File: config.mk
export PLATFORM = sky130hd
export DESIGN_NAME = pbp_cmd_queue
export DESIGN_NICKNAME = d
export VERILOG_FILES = /design/src/sv/pbp_pkg.sv /design/src/sv/pbp_cmd_queue.sv
export SDC_FILE = /design/constraint.sdc
export NUM_CORES = 1
export LEC_CHECK = 0
export BUFFER_PORTS_ARGS = -buffer_cell sky130_fd_sc_hd__buf_2
export CORE_MARGIN = 2
export CORE_UTILIZATION = 35
export CTS_CLUSTER_DIAMETER = 30
export CTS_CLUSTER_SIZE = 10
export DETAILED_ROUTE_END_ITERATION = 16
export PLACE_DENSITY = 0.66
export SYNTH_ARGS = -nofsm -noshare
export SYNTH_HDL_FRONTEND = slang
export SYNTH_SLANG_ARGS = --single-unit
File: constraint.sdc
create_clock -name clk -period 2.99 [get_ports clk]
set_input_delay 0.598 -clock clk [delete_from_list [all_inputs] [get_ports clk]]
set_output_delay 0.598 -clock clk [all_outputs]
set_load 0.01 [all_outputs]
File: src/sv/pbp_pkg.sv
`default_nettype none
// ----------------------------------------------------------------------------
// pbp_pkg
// Types, codes and the gamma curve shared by the strip bit-plane packer.
// ----------------------------------------------------------------------------
package pbp_pkg;

  localparam int CFG_W  = 12;
  localparam int BASE_W = 18;
  localparam int COLOR_BYTES = 3;
  localparam int RGB_BITS  = COLOR_BYTES * 8;
  localparam int RGBW_BITS = 32;
  localparam int RAW_BITS  = 8;

  localparam logic [1:0] REG_GAMMA_ENABLE = 2'd0;
  localparam logic [1:0] REG_SNAKE_LENGTH = 2'd1;
  localparam logic [1:0] REG_SNAKE_OFFSET = 2'd2;

  localparam logic [2:0] OP_RGB   = 3'd0;
  localparam logic [2:0] OP_RGBW  = 3'd1;
  localparam logic [2:0] OP_SNAKE = 3'd2;
  localparam logic [2:0] OP_RAW   = 3'd3;
  localparam logic [2:0] OP_READ  = 3'd4;

  localparam logic [1:0] CMD_WRITE = 2'd0;
  localparam logic [1:0] CMD_READ  = 2'd1;
  localparam logic [1:0] CMD_FAIL  = 2'd2;

  typedef struct packed {
    logic [2:0]  opcode;
    logic [3:0]  strip;
    logic [11:0] led_index;
    logic [7:0]  red;
    logic [7:0]  green;
    logic [7:0]  blue;
    logic [7:0]  white;
    logic [7:0]  data_byte;
    logic [12:0] word_address;
  } in_item_t;

  typedef struct packed {
    logic [15:0] read_data;
    logic        status;
  } out_item_t;

  typedef struct packed {
    logic [1:0]        kind;
    logic [BASE_W-1:0] base;
    logic [5:0]        nbits;
    logic [31:0]       value;
    logic [3:0]        strip;
  } cmd_t;

  localparam logic [7:0] GAMMA_ROM [256] = '{
    8'd0,8'd0,8'd0,8'd0,8'd0,8'd0,8'd0,8'd0,8'd0,8'd0,8'd0,8'd0,8'd0,8'd0,8'd0,8'd0,
    8'd0,8'd0,8'd0,8'd0,8'd0,8'd0,8'd0,8'd0,8'd0,8'd0,8'd0,8'd0,8'd1,8'd1,8'd1,8'd1,
    8'd1,8'd1,8'd1,8'd1,8'd1,8'd1,8'd1,8'd1,8'd1,8'd2,8'd2,8'd2,8'd2,8'd2,8'd2,8'd2,
    8'd2,8'd3,8'd3,8'd3,8'd3,8'd3,8'd3,8'd3,8'd4,8'd4,8'd4,8'd4,8'd4,8'd5,8'd5,8'd5,
    8'd5,8'd6,8'd6,8'd6,8'd6,8'd7,8'd7,8'd7,8'd7,8'd8,8'd8,8'd8,8'd9,8'd9,8'd9,8'd10,
    8'd10,8'd10,8'd11,8'd11,8'd11,8'd12,8'd12,8'd13,8'd13,8'd13,8'd14,8'd14,8'd15,8'd15,
    8'd16,8'd16,
    8'd17,8'd17,8'd18,8'd18,8'd19,8'd19,8'd20,8'd20,8'd21,8'd21,8'd22,8'd22,8'd23,8'd24,
    8'd24,8'd25,
    8'd25,8'd26,8'd27,8'd27,8'd28,8'd29,8'd29,8'd30,8'd31,8'd32,8'd32,8'd33,8'd34,8'd35,
    8'd35,8'd36,
    8'd37,8'd38,8'd39,8'd39,8'd40,8'd41,8'd42,8'd43,8'd44,8'd45,8'd46,8'd47,8'd48,8'd49,
    8'd50,8'd50,
    8'd51,8'd52,8'd54,8'd55,8'd56,8'd57,8'd58,8'd59,8'd60,8'd61,8'd62,8'd63,8'd64,8'd66,
    8'd67,8'd68,
    8'd69,8'd70,8'd72,8'd73,8'd74,8'd75,8'd77,8'd78,8'd79,8'd81,8'd82,8'd83,8'd85,8'd86,
    8'd87,8'd89,
    8'd90,8'd92,8'd93,8'd95,8'd96,8'd98,8'd99,8'd101,8'd102,8'd104,8'd105,8'd107,8'd109,
    8'd110,8'd112,8'd114,
    8'd115,8'd117,8'd119,8'd120,8'd122,8'd124,8'd126,8'd127,8'd129,8'd131,8'd133,8'd135,
    8'd137,8'd138,8'd140,8'd142,
    8'd144,8'd146,8'd148,8'd150,8'd152,8'd154,8'd156,8'd158,8'd160,8'd162,8'd164,8'd167,
    8'd169,8'd171,8'd173,8'd175,
    8'd177,8'd180,8'd182,8'd184,8'd186,8'd189,8'd191,8'd193,8'd196,8'd198,8'd200,8'd203,
    8'd205,8'd208,8'd210,8'd213,
    8'd215,8'd218,8'd220,8'd223,8'd225,8'd228,8'd231,8'd233,8'd236,8'd239,8'd241,8'd244,
    8'd247,8'd249,8'd252,8'd255
  };

endpackage
`default_nettype wire

File: src/sv/pbp_cmd_queue.sv
`default_nettype none
// ----------------------------------------------------------------------------
// pbp_cmd_queue
// Two-entry command queue between the front and back parts.
// ----------------------------------------------------------------------------
module pbp_cmd_queue (
  input  wire            clk,
  input  wire            rst,
  input  wire            wr,
  input  pbp_pkg::cmd_t  wr_data,
  output logic           full,
  input  wire            rd,
  output pbp_pkg::cmd_t  rd_data,
  output logic           empty
);
  import pbp_pkg::*;

  cmd_t       slots [2];
  logic       wptr;
  logic       rptr;
  logic [1:0] count;

  assign full    = count == 2'd2;
  assign empty   = count == 2'd0;
  assign rd_data = slots[rptr];

  always_ff @(posedge clk) begin
    if (wr && !full) begin
      slots[wptr] <= wr_data;
    end
  end

  always_ff @(posedge clk) begin
    if (rst) begin
      wptr  <= 1'b0;
      rptr  <= 1'b0;
      count <= 2'd0;
    end else begin
      if (wr && !full) wptr <= !wptr;
      if (rd && !empty) rptr <= !rptr;
      count <= count + 2'((wr && !full) ? 1 : 0) - 2'((rd && !empty) ? 1 : 0);
    end
  end

endmodule
`default_nettype wire

==> metrics list <==
- In this run the cell area of the synthesized design comes to 4703 sq um.
- Origin of the worst min-delay path: wr_data[5]
- First-iteration detailed-routing DRC count: 106
* Area Growth Syn to Fin: 30.14%
- The die covers 14380 sq um.
- Post-cts gate resize count: 0
- Post-CTS timing repair inserted 0 buffers for setup.
* Warnings from Yosys: 0
- Antenna Violating Nets Remaining: 0
- # IOs: 130
- Number of vias after detailed routing: 2446
* Top fanout value on the critical path: 62
- Clock-pin slew was measured on the worst setup and hold paths at 0.05 ns.
* WHS: 0.3853 ns
- CTS tree: done
- Post-CTS Hold Buffers: 0
- Worst hold path endpoint: slots[0][5]$_DFFE_PP_
* RSZ-0062 raised after global routing: false
* Fraction of final layout cells with drive strength greater than 1: 60.11%
* Total congestion overflow after global routing: 0
- In this run the horizontal extent of the chip is 119.9 um.
- Crit path cell chain: mux2_2 > buf_2
- Sequential share of the synthesized area: 81.30%
- The netlist uses 21 different library cells.
* Synthesized flop and latch total: 129
* Upper clock frequency limit: 401.6 MHz
- Leading post-synthesis cells by cell area: edfxtp_1 (79%), mux2_2 (15%), dfxtp_1 (2.1%), buf_4 (0.80%), ha_1 (0.53%)
* Clock buffer count from CTS: 17
* Placed wire-length estimate: 5173 um
- Capturing point of the worst reg2reg path: slots[0][34]$_DFFE_PP_
- Highest ir drop seen on vdd: 0.4567 mV
- For the worst flop-to-flop path, the logic depth is 5.
- Counting flops with a built-in enable in the synthesized netlist gives 124.
- edfxtp_1 is the most common cell in the netlist.
- Maximum number of pins on one net before global-route repair: 63
- The clock passes through at most 2 buffers.
- The flow ran to the end, and the final reports show no timing, DRC or antenna violations.
* Startpoint of the worst-slack reg-to-reg timing path: count[0]$_SDFF_PP0_
* HP Class: in2reg
- Worst clock skew on the final layout: 0.005550 ns
- For the finished layout, the period the worst path requires is 2.490 ns.
- Of the post-synthesis cell area, the dominant cell type holds 79.17%.
* Instance count of the mapped netlist: 220
* R2R Setup Slk: 1.31 ns
- Hold Path Depth: 1
- The final number of max-transition violations was 0.
- In this run the number of H-tree levels came out at 4.
- Most frequent cells after synthesis: edfxtp_1 (124), mux2_2 (62), buf_4 (5), dfxtp_1 (5), nor2_1 (4)
- Final layout net count: 431
* Category of the worst setup path capture point: primary output
* Total power per unit cell area: 906.1 nW/um^2
- Summed over all cells, the static leakage comes to 2.312 nW.
- Master cell of the clock root buffer: clkbuf_16
- The biggest area contributor in the post-synthesis netlist is edfxtp_1.
- At the pin with the least slew margin, the transition time is 0.8391 ns.
* Worst stage delay on the critical path: 0.90 ns
- Synthesis produced a netlist with a net count of 288.
* Ratio of final minimum period to clock period: 83.29%
- Ys flop type: edfxtp_1
- The count of final hold-check violations came to 0.
- The worst setup path is of the reg2out kind.
- The number of global-route vias before repair is 2606.
- 0 antenna diodes ended up in the layout.
- Core area: 13190 sq um
* Final TNS setup: 0 ns
- Later-pin clock latency in the skew report: 0.40 ns
* Highest-delay cell along the critical path: dfxtp_4
- Routability cong.: 0.6490
- Rel. slew slack: 44.06%
* Post-detailed-routing wire length: 8309 um
* Sinks on the clock net: 129
* Startpoint kind of the worst setup timing path: flip-flop
* Average wire per cell in the routed design: 15.05 um
* Die outline height: 119.9 um
- Once the floorplan was initialized, standard cells occupied 35.66% of the core.
- After floorplanning, the core was divided into 42 placement rows.
- Data required, critical path: 2.39 ns
* Antenna violations before repair: 0
- A synthesized cell averages 21.38 sq um.
- Setup violations remaining at the end of the flow were counted as 0.
- Async set or reset register ratio after synthesis: 0%
- Detailed-route DRC error count: 0
- Crit path arrival time: 1.89 ns
- The pre-antenna-repair detailed-routing pass consisted of 4 iterations.
- The count of buffers added on input and output ports is 129.
- Max Cap Violations: 0
- In the global route stage, overall resource usage came out at 11.82%.
- Vias per Instance: 4.431
- The first global-routing pass estimated 12620 um of wire.
==> stage by stage <==
stage	utilization (%)	std cells	area [sq um]	worst slack (ns)	power, mW
after floorplan	-	220	4703	0.3692	3.245
after global placement	42.19	520	5565	0.8663	3.708
after detailed placement	42.19	520	5565	0.8598	3.733
after CTS	46.40	552	6121	0.4119	5.652
after global routing	46.40	552	6121	0.3619	5.820
final	46.40	552	6121	0.4997	5.546
==> per-layer routing <==
metal	GRT usage, %	wire length [um]	vias to the layer above
met2	20.67	4382	83
met5	0	0	-
met4	4.412	99	0
met3	5.798	563	8
li1	-	-	1151
met1	12.15	3264	1204
==> worst max-delay path: cells and delay by family (launching register included) <==
kind / cells / cell delay [ns]
flops: 1 / 0.90
buf+inv: 1 / 0.14
mux: 1 / 0.43
==> cells in the final DEF (no fill, tap or decap) <==
master and n:
clkbuf_1 4, edfxtp_1 124, inv_1 2, and3_2 1, or3_1 1, clkinv_2 6, o21ai_0 1, ha_1 2
buf_12 2, mux2_2 62, buf_2 129, nand2b_2 1, nor2_1 4, clkbuf_8 4, nor2b_1 1, clkbuf_16 17
dfxtp_4 1, dfxtp_1 4, inv_2 2, a21oi_1 1, xnor2_1 1, bufinv_16 1, nand2_1 1, nor3_1 1
xor2_1 1, and2_1 1, o21a_1 1
==> cell families after synthesis <==
kind of cell	after synthesis	synth area share, %
adder cells (fa/ha/maj)	2	0.5320
buffers and inverters	11	1.330
AO/OA/AOI/OAI	3	0.3723
AND/OR/NAND/NOR	11	1.250
multiplexers	62	14.84
XOR/XNOR	2	0.3725
flip-flops	129	81.30
==> layout make-up <==
class	count	area, sq um
Tap cell	176	220.2
Sequential cell	129	3827
Clock inverter	7	60.06
Timing Repair Buffer	131	685.7
Multi-Input combinational cell	80	817.0
Fill cell	1166	7069
Inverter	4	15.01
Clock buffer	25	495.5
==> power by group <==
group          internal, mW  switching [mW]  total (mW)
combinational         0.604           0.561        1.16
clock                  1.22           0.662        1.88
sequential             2.31           0.189        2.50
==> sequential cells by signal, summed over array words and instances, names as in the netlist, named ones only <==
name	cells
wptr	1
count	2
slots	124
rptr	1
==> how the worst max path moves through the flow <==
stage | slack, ns | cells after the start | endpoint
global placement | 0.87 | 2 | rd_data[0]
floorplan | 0.37 | 3 | slots[0][0]$_DFFE_PP_
detailed placement | 0.86 | 2 | rd_data[24]
CTS | 0.41 | 2 | rd_data[24]
finish | 0.50 | 2 | rd_data[24]
global route | 0.36 | 2 | rd_data[24]
Note: power is estimated with default switching activity, not from simulation.
