File: src/sv/pbp_pkg.sv
`default_nettype none
// ----------------------------------------------------------------------------
// pbp_pkg
// Types, codes and the gamma curve shared by the strip bit-plane packer.
// ----------------------------------------------------------------------------
package pbp_pkg;

  localparam int CFG_W  = 12;
  localparam int BASE_W = 18;
  localparam int COLOR_BYTES = 3;
  localparam int RGB_BITS  = COLOR_BYTES * 8;
  localparam int RGBW_BITS = 32;
  localparam int RAW_BITS  = 8;

  localparam logic [1:0] REG_GAMMA_ENABLE = 2'd0;
  localparam logic [1:0] REG_SNAKE_LENGTH = 2'd1;
  localparam logic [1:0] REG_SNAKE_OFFSET = 2'd2;

  localparam logic [2:0] OP_RGB   = 3'd0;
  localparam logic [2:0] OP_RGBW  = 3'd1;
  localparam logic [2:0] OP_SNAKE = 3'd2;
  localparam logic [2:0] OP_RAW   = 3'd3;
  localparam logic [2:0] OP_READ  = 3'd4;

  localparam logic [1:0] CMD_WRITE = 2'd0;
  localparam logic [1:0] CMD_READ  = 2'd1;
  localparam logic [1:0] CMD_FAIL  = 2'd2;

  typedef struct packed {
    logic [2:0]  opcode;
    logic [3:0]  strip;
    logic [11:0] led_index;
    logic [7:0]  red;
    logic [7:0]  green;
    logic [7:0]  blue;
    logic [7:0]  white;
    logic [7:0]  data_byte;
    logic [12:0] word_address;
  } in_item_t;

  typedef struct packed {
    logic [15:0] read_data;
    logic        status;
  } out_item_t;

  typedef struct packed {
    logic [1:0]        kind;
    logic [BASE_W-1:0] base;
    logic [5:0]        nbits;
    logic [31:0]       value;
    logic [3:0]        strip;
  } cmd_t;

  localparam logic [7:0] GAMMA_ROM [256] = '{
    8'd0,8'd0,8'd0,8'd0,8'd0,8'd0,8'd0,8'd0,8'd0,8'd0,8'd0,8'd0,8'd0,8'd0,8'd0,8'd0,
    8'd0,8'd0,8'd0,8'd0,8'd0,8'd0,8'd0,8'd0,8'd0,8'd0,8'd0,8'd0,8'd1,8'd1,8'd1,8'd1,
    8'd1,8'd1,8'd1,8'd1,8'd1,8'd1,8'd1,8'd1,8'd1,8'd2,8'd2,8'd2,8'd2,8'd2,8'd2,8'd2,
    8'd2,8'd3,8'd3,8'd3,8'd3,8'd3,8'd3,8'd3,8'd4,8'd4,8'd4,8'd4,8'd4,8'd5,8'd5,8'd5,
    8'd5,8'd6,8'd6,8'd6,8'd6,8'd7,8'd7,8'd7,8'd7,8'd8,8'd8,8'd8,8'd9,8'd9,8'd9,8'd10,
    8'd10,8'd10,8'd11,8'd11,8'd11,8'd12,8'd12,8'd13,8'd13,8'd13,8'd14,8'd14,8'd15,8'd15,
    8'd16,8'd16,
    8'd17,8'd17,8'd18,8'd18,8'd19,8'd19,8'd20,8'd20,8'd21,8'd21,8'd22,8'd22,8'd23,8'd24,
    8'd24,8'd25,
    8'd25,8'd26,8'd27,8'd27,8'd28,8'd29,8'd29,8'd30,8'd31,8'd32,8'd32,8'd33,8'd34,8'd35,
    8'd35,8'd36,
    8'd37,8'd38,8'd39,8'd39,8'd40,8'd41,8'd42,8'd43,8'd44,8'd45,8'd46,8'd47,8'd48,8'd49,
    8'd50,8'd50,
    8'd51,8'd52,8'd54,8'd55,8'd56,8'd57,8'd58,8'd59,8'd60,8'd61,8'd62,8'd63,8'd64,8'd66,
    8'd67,8'd68,
    8'd69,8'd70,8'd72,8'd73,8'd74,8'd75,8'd77,8'd78,8'd79,8'd81,8'd82,8'd83,8'd85,8'd86,
    8'd87,8'd89,
    8'd90,8'd92,8'd93,8'd95,8'd96,8'd98,8'd99,8'd101,8'd102,8'd104,8'd105,8'd107,8'd109,
    8'd110,8'd112,8'd114,
    8'd115,8'd117,8'd119,8'd120,8'd122,8'd124,8'd126,8'd127,8'd129,8'd131,8'd133,8'd135,
    8'd137,8'd138,8'd140,8'd142,
    8'd144,8'd146,8'd148,8'd150,8'd152,8'd154,8'd156,8'd158,8'd160,8'd162,8'd164,8'd167,
    8'd169,8'd171,8'd173,8'd175,
    8'd177,8'd180,8'd182,8'd184,8'd186,8'd189,8'd191,8'd193,8'd196,8'd198,8'd200,8'd203,
    8'd205,8'd208,8'd210,8'd213,
    8'd215,8'd218,8'd220,8'd223,8'd225,8'd228,8'd231,8'd233,8'd236,8'd239,8'd241,8'd244,
    8'd247,8'd249,8'd252,8'd255
  };

endpackage
`default_nettype wire

File: src/sv/pbp_front.sv
`default_nettype none
// ----------------------------------------------------------------------------
// pbp_front
// Accepts items, holds the configuration, maps serpentine indices with a
// bit-serial divider and turns each item into a frame buffer command.
// ----------------------------------------------------------------------------
module pbp_front #(
  parameter int FRAME_WORDS = 8192,
  parameter int LEAD_WORDS  = 4,
  parameter int STRIPS      = 16
) (
  input  wire                         clk,
  input  wire                         rst,
  input  wire                         push,
  output logic                        full,
  input  pbp_pkg::in_item_t           in_data,
  input  wire                         cfg_write,
  input  wire  [1:0]                  cfg_index,
  input  wire  [pbp_pkg::CFG_W-1:0]   cfg_data,
  input  wire                         clearing,
  output logic                        q_push,
  input  wire                         q_full,
  output pbp_pkg::cmd_t               q_data
);
  import pbp_pkg::*;

  localparam logic [2:0] S_IDLE = 3'd0;
  localparam logic [2:0] S_DIV  = 3'd1;
  localparam logic [2:0] S_MUL  = 3'd2;
  localparam logic [2:0] S_CALC = 3'd3;
  localparam logic [2:0] S_PUSH = 3'd4;

  logic [2:0]  state;
  in_item_t    item;
  logic        gamma_enable;
  logic [11:0] snake_length;
  logic [11:0] snake_offset;
  logic [12:0] dividend;
  logic [12:0] quo;
  logic [11:0] rem;
  logic [3:0]  div_cnt;
  logic [13:0] pix;
  cmd_t        cmd;
  cmd_t        cmd_next;

  logic [11:0] len;
  logic [12:0] rem_sh;
  logic        take;
  logic [7:0]  gr, gg, gb, gw, gd;
  logic [BASE_W-1:0] base;

  assign len    = (snake_length == 12'd0) ? 12'd1 : snake_length;
  assign rem_sh = {rem, dividend[12]};
  assign take   = rem_sh >= {1'b0, len};
  assign full   = (state != S_IDLE) || clearing;
  assign q_push = (state == S_PUSH) && !q_full;
  assign q_data = cmd;

  always_comb begin
    gr = gamma_enable ? GAMMA_ROM[item.red]       : item.red;
    gg = gamma_enable ? GAMMA_ROM[item.green]     : item.green;
    gb = gamma_enable ? GAMMA_ROM[item.blue]      : item.blue;
    gw = gamma_enable ? GAMMA_ROM[item.white]     : item.white;
    gd = gamma_enable ? GAMMA_ROM[item.data_byte] : item.data_byte;
    base = '0;
    cmd_next.kind  = CMD_FAIL;
    cmd_next.nbits = 6'd0;
    cmd_next.value = 32'd0;
    cmd_next.strip = item.strip;
    case (item.opcode)
      OP_RGB, OP_SNAKE: begin
        base = BASE_W'(pix) * BASE_W'(RGB_BITS) + BASE_W'(LEAD_WORDS);
        cmd_next.nbits = 6'(RGB_BITS);
        cmd_next.value = {gr, gg, gb, 8'd0};
        cmd_next.kind  = CMD_WRITE;
      end
      OP_RGBW: begin
        base = BASE_W'(item.led_index) * BASE_W'(RGBW_BITS) + BASE_W'(LEAD_WORDS);
        cmd_next.nbits = 6'(RGBW_BITS);
        cmd_next.value = {gg, gr, gb, gw};
        cmd_next.kind  = CMD_WRITE;
      end
      OP_RAW: begin
        base = BASE_W'(item.led_index) * BASE_W'(RAW_BITS) + BASE_W'(LEAD_WORDS);
        cmd_next.nbits = 6'(RAW_BITS);
        cmd_next.value = {gd, 24'd0};
        cmd_next.kind  = CMD_WRITE;
      end
      OP_READ: begin
        base = BASE_W'(item.word_address);
        cmd_next.kind = (32'(item.word_address) < FRAME_WORDS) ? CMD_READ : CMD_FAIL;
      end
      default: begin
        cmd_next.kind = CMD_FAIL;
      end
    endcase
    if (cmd_next.kind == CMD_WRITE) begin
      if ((32'(item.strip) >= STRIPS) ||
          (32'(base) + 32'(cmd_next.nbits) >= FRAME_WORDS)) begin
        cmd_next.kind = CMD_FAIL;
      end
    end
    cmd_next.base = base;
  end

  always_ff @(posedge clk) begin
    if (rst) begin
      state        <= S_IDLE;
      gamma_enable <= 1'b1;
      snake_length <= 12'd1;
      snake_offset <= 12'd0;
    end else begin
      if (cfg_write) begin
        case (cfg_index)
          REG_GAMMA_ENABLE: gamma_enable <= cfg_data[0];
          REG_SNAKE_LENGTH: snake_length <= cfg_data;
          REG_SNAKE_OFFSET: snake_offset <= cfg_data;
          default: ;
        endcase
      end
      unique case (state)
        S_IDLE: begin
          if (push && !full) begin
            item     <= in_data;
            pix      <= {2'b00, in_data.led_index};
            dividend <= 13'(snake_offset) + 13'(in_data.led_index);
            rem      <= 12'd0;
            quo      <= 13'd0;
            div_cnt  <= 4'd0;
            state    <= (in_data.opcode == OP_SNAKE) ? S_DIV : S_CALC;
          end
        end
        S_DIV: begin
          rem      <= take ? 12'(rem_sh - {1'b0, len}) : rem_sh[11:0];
          quo      <= {quo[11:0], take};
          dividend <= {dividend[11:0], 1'b0};
          div_cnt  <= div_cnt + 4'd1;
          if (div_cnt == 4'd12) begin
            state <= S_MUL;
          end
        end
        S_MUL: begin
          pix   <= 14'(quo) * 14'(len) +
                   (quo[0] ? 14'(len - rem - 12'd1) : 14'(rem));
          state <= S_CALC;
        end
        S_CALC: begin
          cmd   <= cmd_next;
          state <= S_PUSH;
        end
        S_PUSH: begin
          if (!q_full) begin
            state <= S_IDLE;
          end
        end
        default: state <= S_IDLE;
      endcase
    end
  end

endmodule
`default_nettype wire

File: config.mk
export PLATFORM = sky130hd
export DESIGN_NAME = pbp_front
export DESIGN_NICKNAME = d
export VERILOG_FILES = /design/src/sv/pbp_pkg.sv /design/src/sv/pbp_front.sv
export SDC_FILE = /design/constraint.sdc
export NUM_CORES = 1
export LEC_CHECK = 0
export ABC_AREA = 1
export BUFFER_PORTS_ARGS = -buffer_cell sky130_fd_sc_hd__buf_2
export CORE_MARGIN = 8
export CORE_UTILIZATION = 35
export CTS_BUF_LIST = sky130_fd_sc_hd__clkbuf_4
export CTS_CLUSTER_SIZE = 20
export DETAILED_ROUTE_END_ITERATION = 8
export HOLD_SLACK_MARGIN = 0.06
export PLACE_DENSITY_LB_ADDON = 0.15
export REMOVE_ABC_BUFFERS = 1
export SLEW_MARGIN = 10
export SYNTH_ARGS = -nofsm -noshare
export SYNTH_HDL_FRONTEND = slang
export SYNTH_SLANG_ARGS = --single-unit
File: constraint.sdc
create_clock -name clk -period 12.87 [get_ports clk]
set_input_delay 2.574 -clock clk [delete_from_list [all_inputs] [get_ports clk]]
set_output_delay 2.574 -clock clk [all_outputs]
set_load 0.02 [all_outputs]
==> insert_results.sql <==
INSERT INTO impl_metrics (metric_group, metric, value, unit) VALUES
('logic_synthesis', 'yosys_warnings', '0', ''),
('cts', 'cts_clock_pin_slew_for_the_worst_setup_and_hold_paths', '60', 'ps'),
('setup_path', 'worstRegToRegCells', '35', ''),
('placement', 'placed_area', '22400', 'um^2'),
('timing', 'slew_headroom', '31.58', '%'),
('logic_synthesis', 'synth_top_area_cell', 'edfxtp_1', ''),
('routing', 'met2RoutedLength', '31080', 'um'),
('floorplanning', 'floorplan.die_area', '68220', 'um^2'),
('setup_path', 'worst-setup-path-type', 'reg -> reg', ''),
('placement', 'globalplace.congestion', '0.9677', ''),
('routing', 'detail_route.drc_violations', '0', ''),
('setup_path', 'rr_endpoint', 'pix[13]$_SDFFCE_PN0P_', ''),
('grt', 'initial_antenna_violation_count', '2', ''),
('cts', 'cts.sinks', '215', ''),
('power', 'worst_ir_drop_vdd', '0.09783', 'mV'),
('timing', 'timing.clock.skew', '47.84', 'ps'),
('logic_synthesis', 'synth_top_area_share', '26.69', '%'),
('logic_synthesis', 'synth_area', '21040', 'um^2'),
('routing', 'detail_route.vias_per_cell', '5.359', ''),
('cts', 'cts_hold_buf', '0', ''),
('cts', 'postCtsSetupRepairBufs', '0', ''),
('setup_path', 'crit_family', 'adder cells', ''),
('logic_synthesis', 'synth.avg_cell_area', '7.349', 'um^2'),
('routing', 'dr_total_vias', '20380', ''),
('final_layout', 'area_growth_syn_to_layout', '10.66', '%'),
('placement', 'number_of_buffers_inserted_by_port_buffering', '152', ''),
('routing', 'first_pass_iters', '6', ''),
('grt', 'first_global_vias', '19890', ''),
('timing', 'tightest_slew', '1026', 'ps'),
('placement', 'hpwl', '51720', 'um'),
('timing', 'timing.setup.tns', '0', 'ps'),
('floorplanning', 'die_h', '261.2', 'um'),
('final_layout', 'area_of_the_multi_input_gates', '12800', 'um^2'),
('floorplanning', 'core.rowCount', '90', ''),
('floorplanning', 'boundaryPins', '156', ''),
('timing', 'final_hold_viol_count', '0', ''),
('setup_path', 'regToRegStartpoint', 'snake_length[3]$_SDFFE_PP0P_', ''),
('cts', 'tritoncts', 'done', ''),
('cts', 'tritoncts.num_buffers', '66', ''),
('min_path', 'hold-path-endpoint', 'q_data[0]$_DFFE_PP_', ''),
('final_layout', 'layout.area.seq', '6177', 'um^2'),
('outcome', 'status', 'finished clean', ''),
('logic_synthesis', 'ys_seq_area_share', '29.35', '%'),
('grt', 'wire_length_of_the_first_global_routing_pass', '108000', 'um'),
('timing', 'achievable-frequency', '135.5', 'MHz'),
('final_layout', 'post_route_cells_drive_above_1_share', '9.841', '%'),
('cts', 'post_cts_resize_count', '0', ''),
('job', 'max_cap_violations', '0', ''),
('final_layout', 'final_cell_area', '23280', 'um^2'),
('routing', 'routed_wire_length_per_instance', '18.04', 'um'),
('routing', 'wl_met1', '30340', 'um'),
('timing', 'period_needed', '7380', 'ps'),
('final_layout', 'fin_nets', '3330', ''),
('grt', 'grt_util_all_layers', '19.71', '%'),
('floorplanning', 'die_span_x', '261.2', 'um'),
('setup_path', 'worstSetupStartpointType', 'flip-flop', ''),
('logic_synthesis', 'synth-async-reset-ratio', '0', '%'),
('logic_synthesis', 'ys_ff_latch', '215', ''),
('setup_path', 'worst-r2r-setup-slack', '5490', 'ps'),
('timing', 'rsz_0062_raised_after_global_routing', 'false', ''),
('grt', 'grt.overflow.total', '0', ''),
('timing', 'maxSlewViolCount', '0', ''),
('setup_path', 'critPathMostFrequentCell', 'inv_1', ''),
('grt', 'maximum_number_of_pins_on_one_net_before_global_route_repair', '60', ''),
('logic_synthesis', 'synth_top_flop_cell', 'edfxtp_1', ''),
('setup_path', 'cp_slowest_cell', 'fa_1', ''),
('routing', 'first_iter_violations', '1852', ''),
('setup_path', 'buf_inv_on_cp', '7', ''),
('setup_path', 'critPathLaunch', 'snake_length[3]$_SDFFE_PP0P_', ''),
('final_layout', 'filler_cell_count', '6365', ''),
('logic_synthesis', 'top_cells_by_area_in_the_synthesized_netlist', 'edfxtp_1, ha_1, nand2_1', '');
## power by group
group / switching, mW / total, mW / internal (mW)
combinational: 1.37 / 2.17 / 0.803
sequential: 0.137 / 1.06 / 0.922
clock: 0.326 / 0.712 / 0.386
## layout by cell type, fill, tap and decap left out, drive strengths merged, types with 10 or more instances in the layout
cell,n
buf,171
o22ai,21
nand4,12
o21ai,258
fa,75
o31ai,16
a211oi,10
a21oi,229
ha,195
xor2,23
xnor2,24
o211ai,53
a31oi,20
dfxtp,28
inv,401
clkbuf,97
nor2,228
o221ai,10
edfxtp,187
clkinv,28
o21bai,10
nor3,37
nand2,617
nand3,193
## synthesized netlist by cell type (all sizes together), types with 16 or more instances
| cell type | number |
|---|---|
| o211ai | 53 |
| o21ai | 258 |
| nor2 | 228 |
| xor2 | 23 |
| nor3 | 37 |
| a31oi | 20 |
| o31ai | 16 |
| nand3 | 193 |
| inv | 400 |
| ha | 195 |
| buf | 29 |
| nand2 | 617 |
| dfxtp | 28 |
| a21oi | 229 |
| fa | 75 |
| clkbuf | 107 |
| o22ai | 21 |
| edfxtp | 187 |
| xnor2 | 24 |
## flip-flops by register name, indices dropped and copies added, names as in the netlist, 3 cells and up
name and count:
item 68, div_cnt 4, snake_length 12, quo 13, state 3, q_data 59, dividend 13, snake_offset 12
rem 12, pix 14, cmd_next 4
## cell type report
class                   count  share of cell area, %
diodes                      2                0.02149
clock inverters            21                 0.6287
multi-input cells        2103                  54.98
repair buffers            171                  3.880
flip-flops and latches    215                  26.53
inverters                 411                  6.626
well taps                 782                  4.202
clock buffers              97                  3.128
## worst max path at each step
stage,end,cells past startpoint
2_1_floorplan,cmd_next[0]$_DFFE_PP_,3
3_5_place_dp,pix[13]$_SDFFCE_PN0P_,33
3_3_place_gp,pix[13]$_SDFFCE_PN0P_,33
5_1_grt,pix[13]$_SDFFCE_PN0P_,33
6_report,pix[13]$_SDFFCE_PN0P_,35
4_1_cts,pix[13]$_SDFFCE_PN0P_,33
## through the flow
step / cells / util [%] / hold slack (ps) / power (mW) / setup slack [ps]
floorplan: 2729 / - / 400.3 / 2.691 / 4589
global placement: 3682 / 37.40 / 400.8 / 3.227 / 5560
detailed placement: 3682 / 37.40 / 406.6 / 3.252 / 5427
CTS: 3800 / 38.86 / 427.1 / 4.004 / 5416
global route: 3802 / 38.87 / 430.3 / 4.381 / 4838
finish: 3802 / 38.87 / 424.2 / 3.943 / 5490
## worst register-to-register path, delay by kind of cell, from the launching register on
family          cells  cell delay (ps)
flops               1              470
compound gates      4              820
buf+inv             7              580
xor+xnor            2              400
fa+ha+maj           7             3100
simple gates       15             1730
## logic make-up (layout without fill, tap and decap cells)
family                     after synthesis  in the layout  share of synthesized area, %
other                                    1              5                       0.01782
buffers and inverters                  547            700                         9.967
adders and majority gates              270            270                         18.73
and+or+nand+nor                       1108           1108                         21.65
xor gates and xnor gates                47             47                         1.956
DFF                                    215            215                         29.35
AOI/OAI and AO/OA                      675            675                         18.32
## per-layer routing
metal,vias up,GRT usage [%]
met5,-,0
met4,0,7.796
met3,158,3.429
met2,828,31.86
met1,9544,26.02
li1,9845,-
Note: power is estimated with default switching activity, not from simulation.
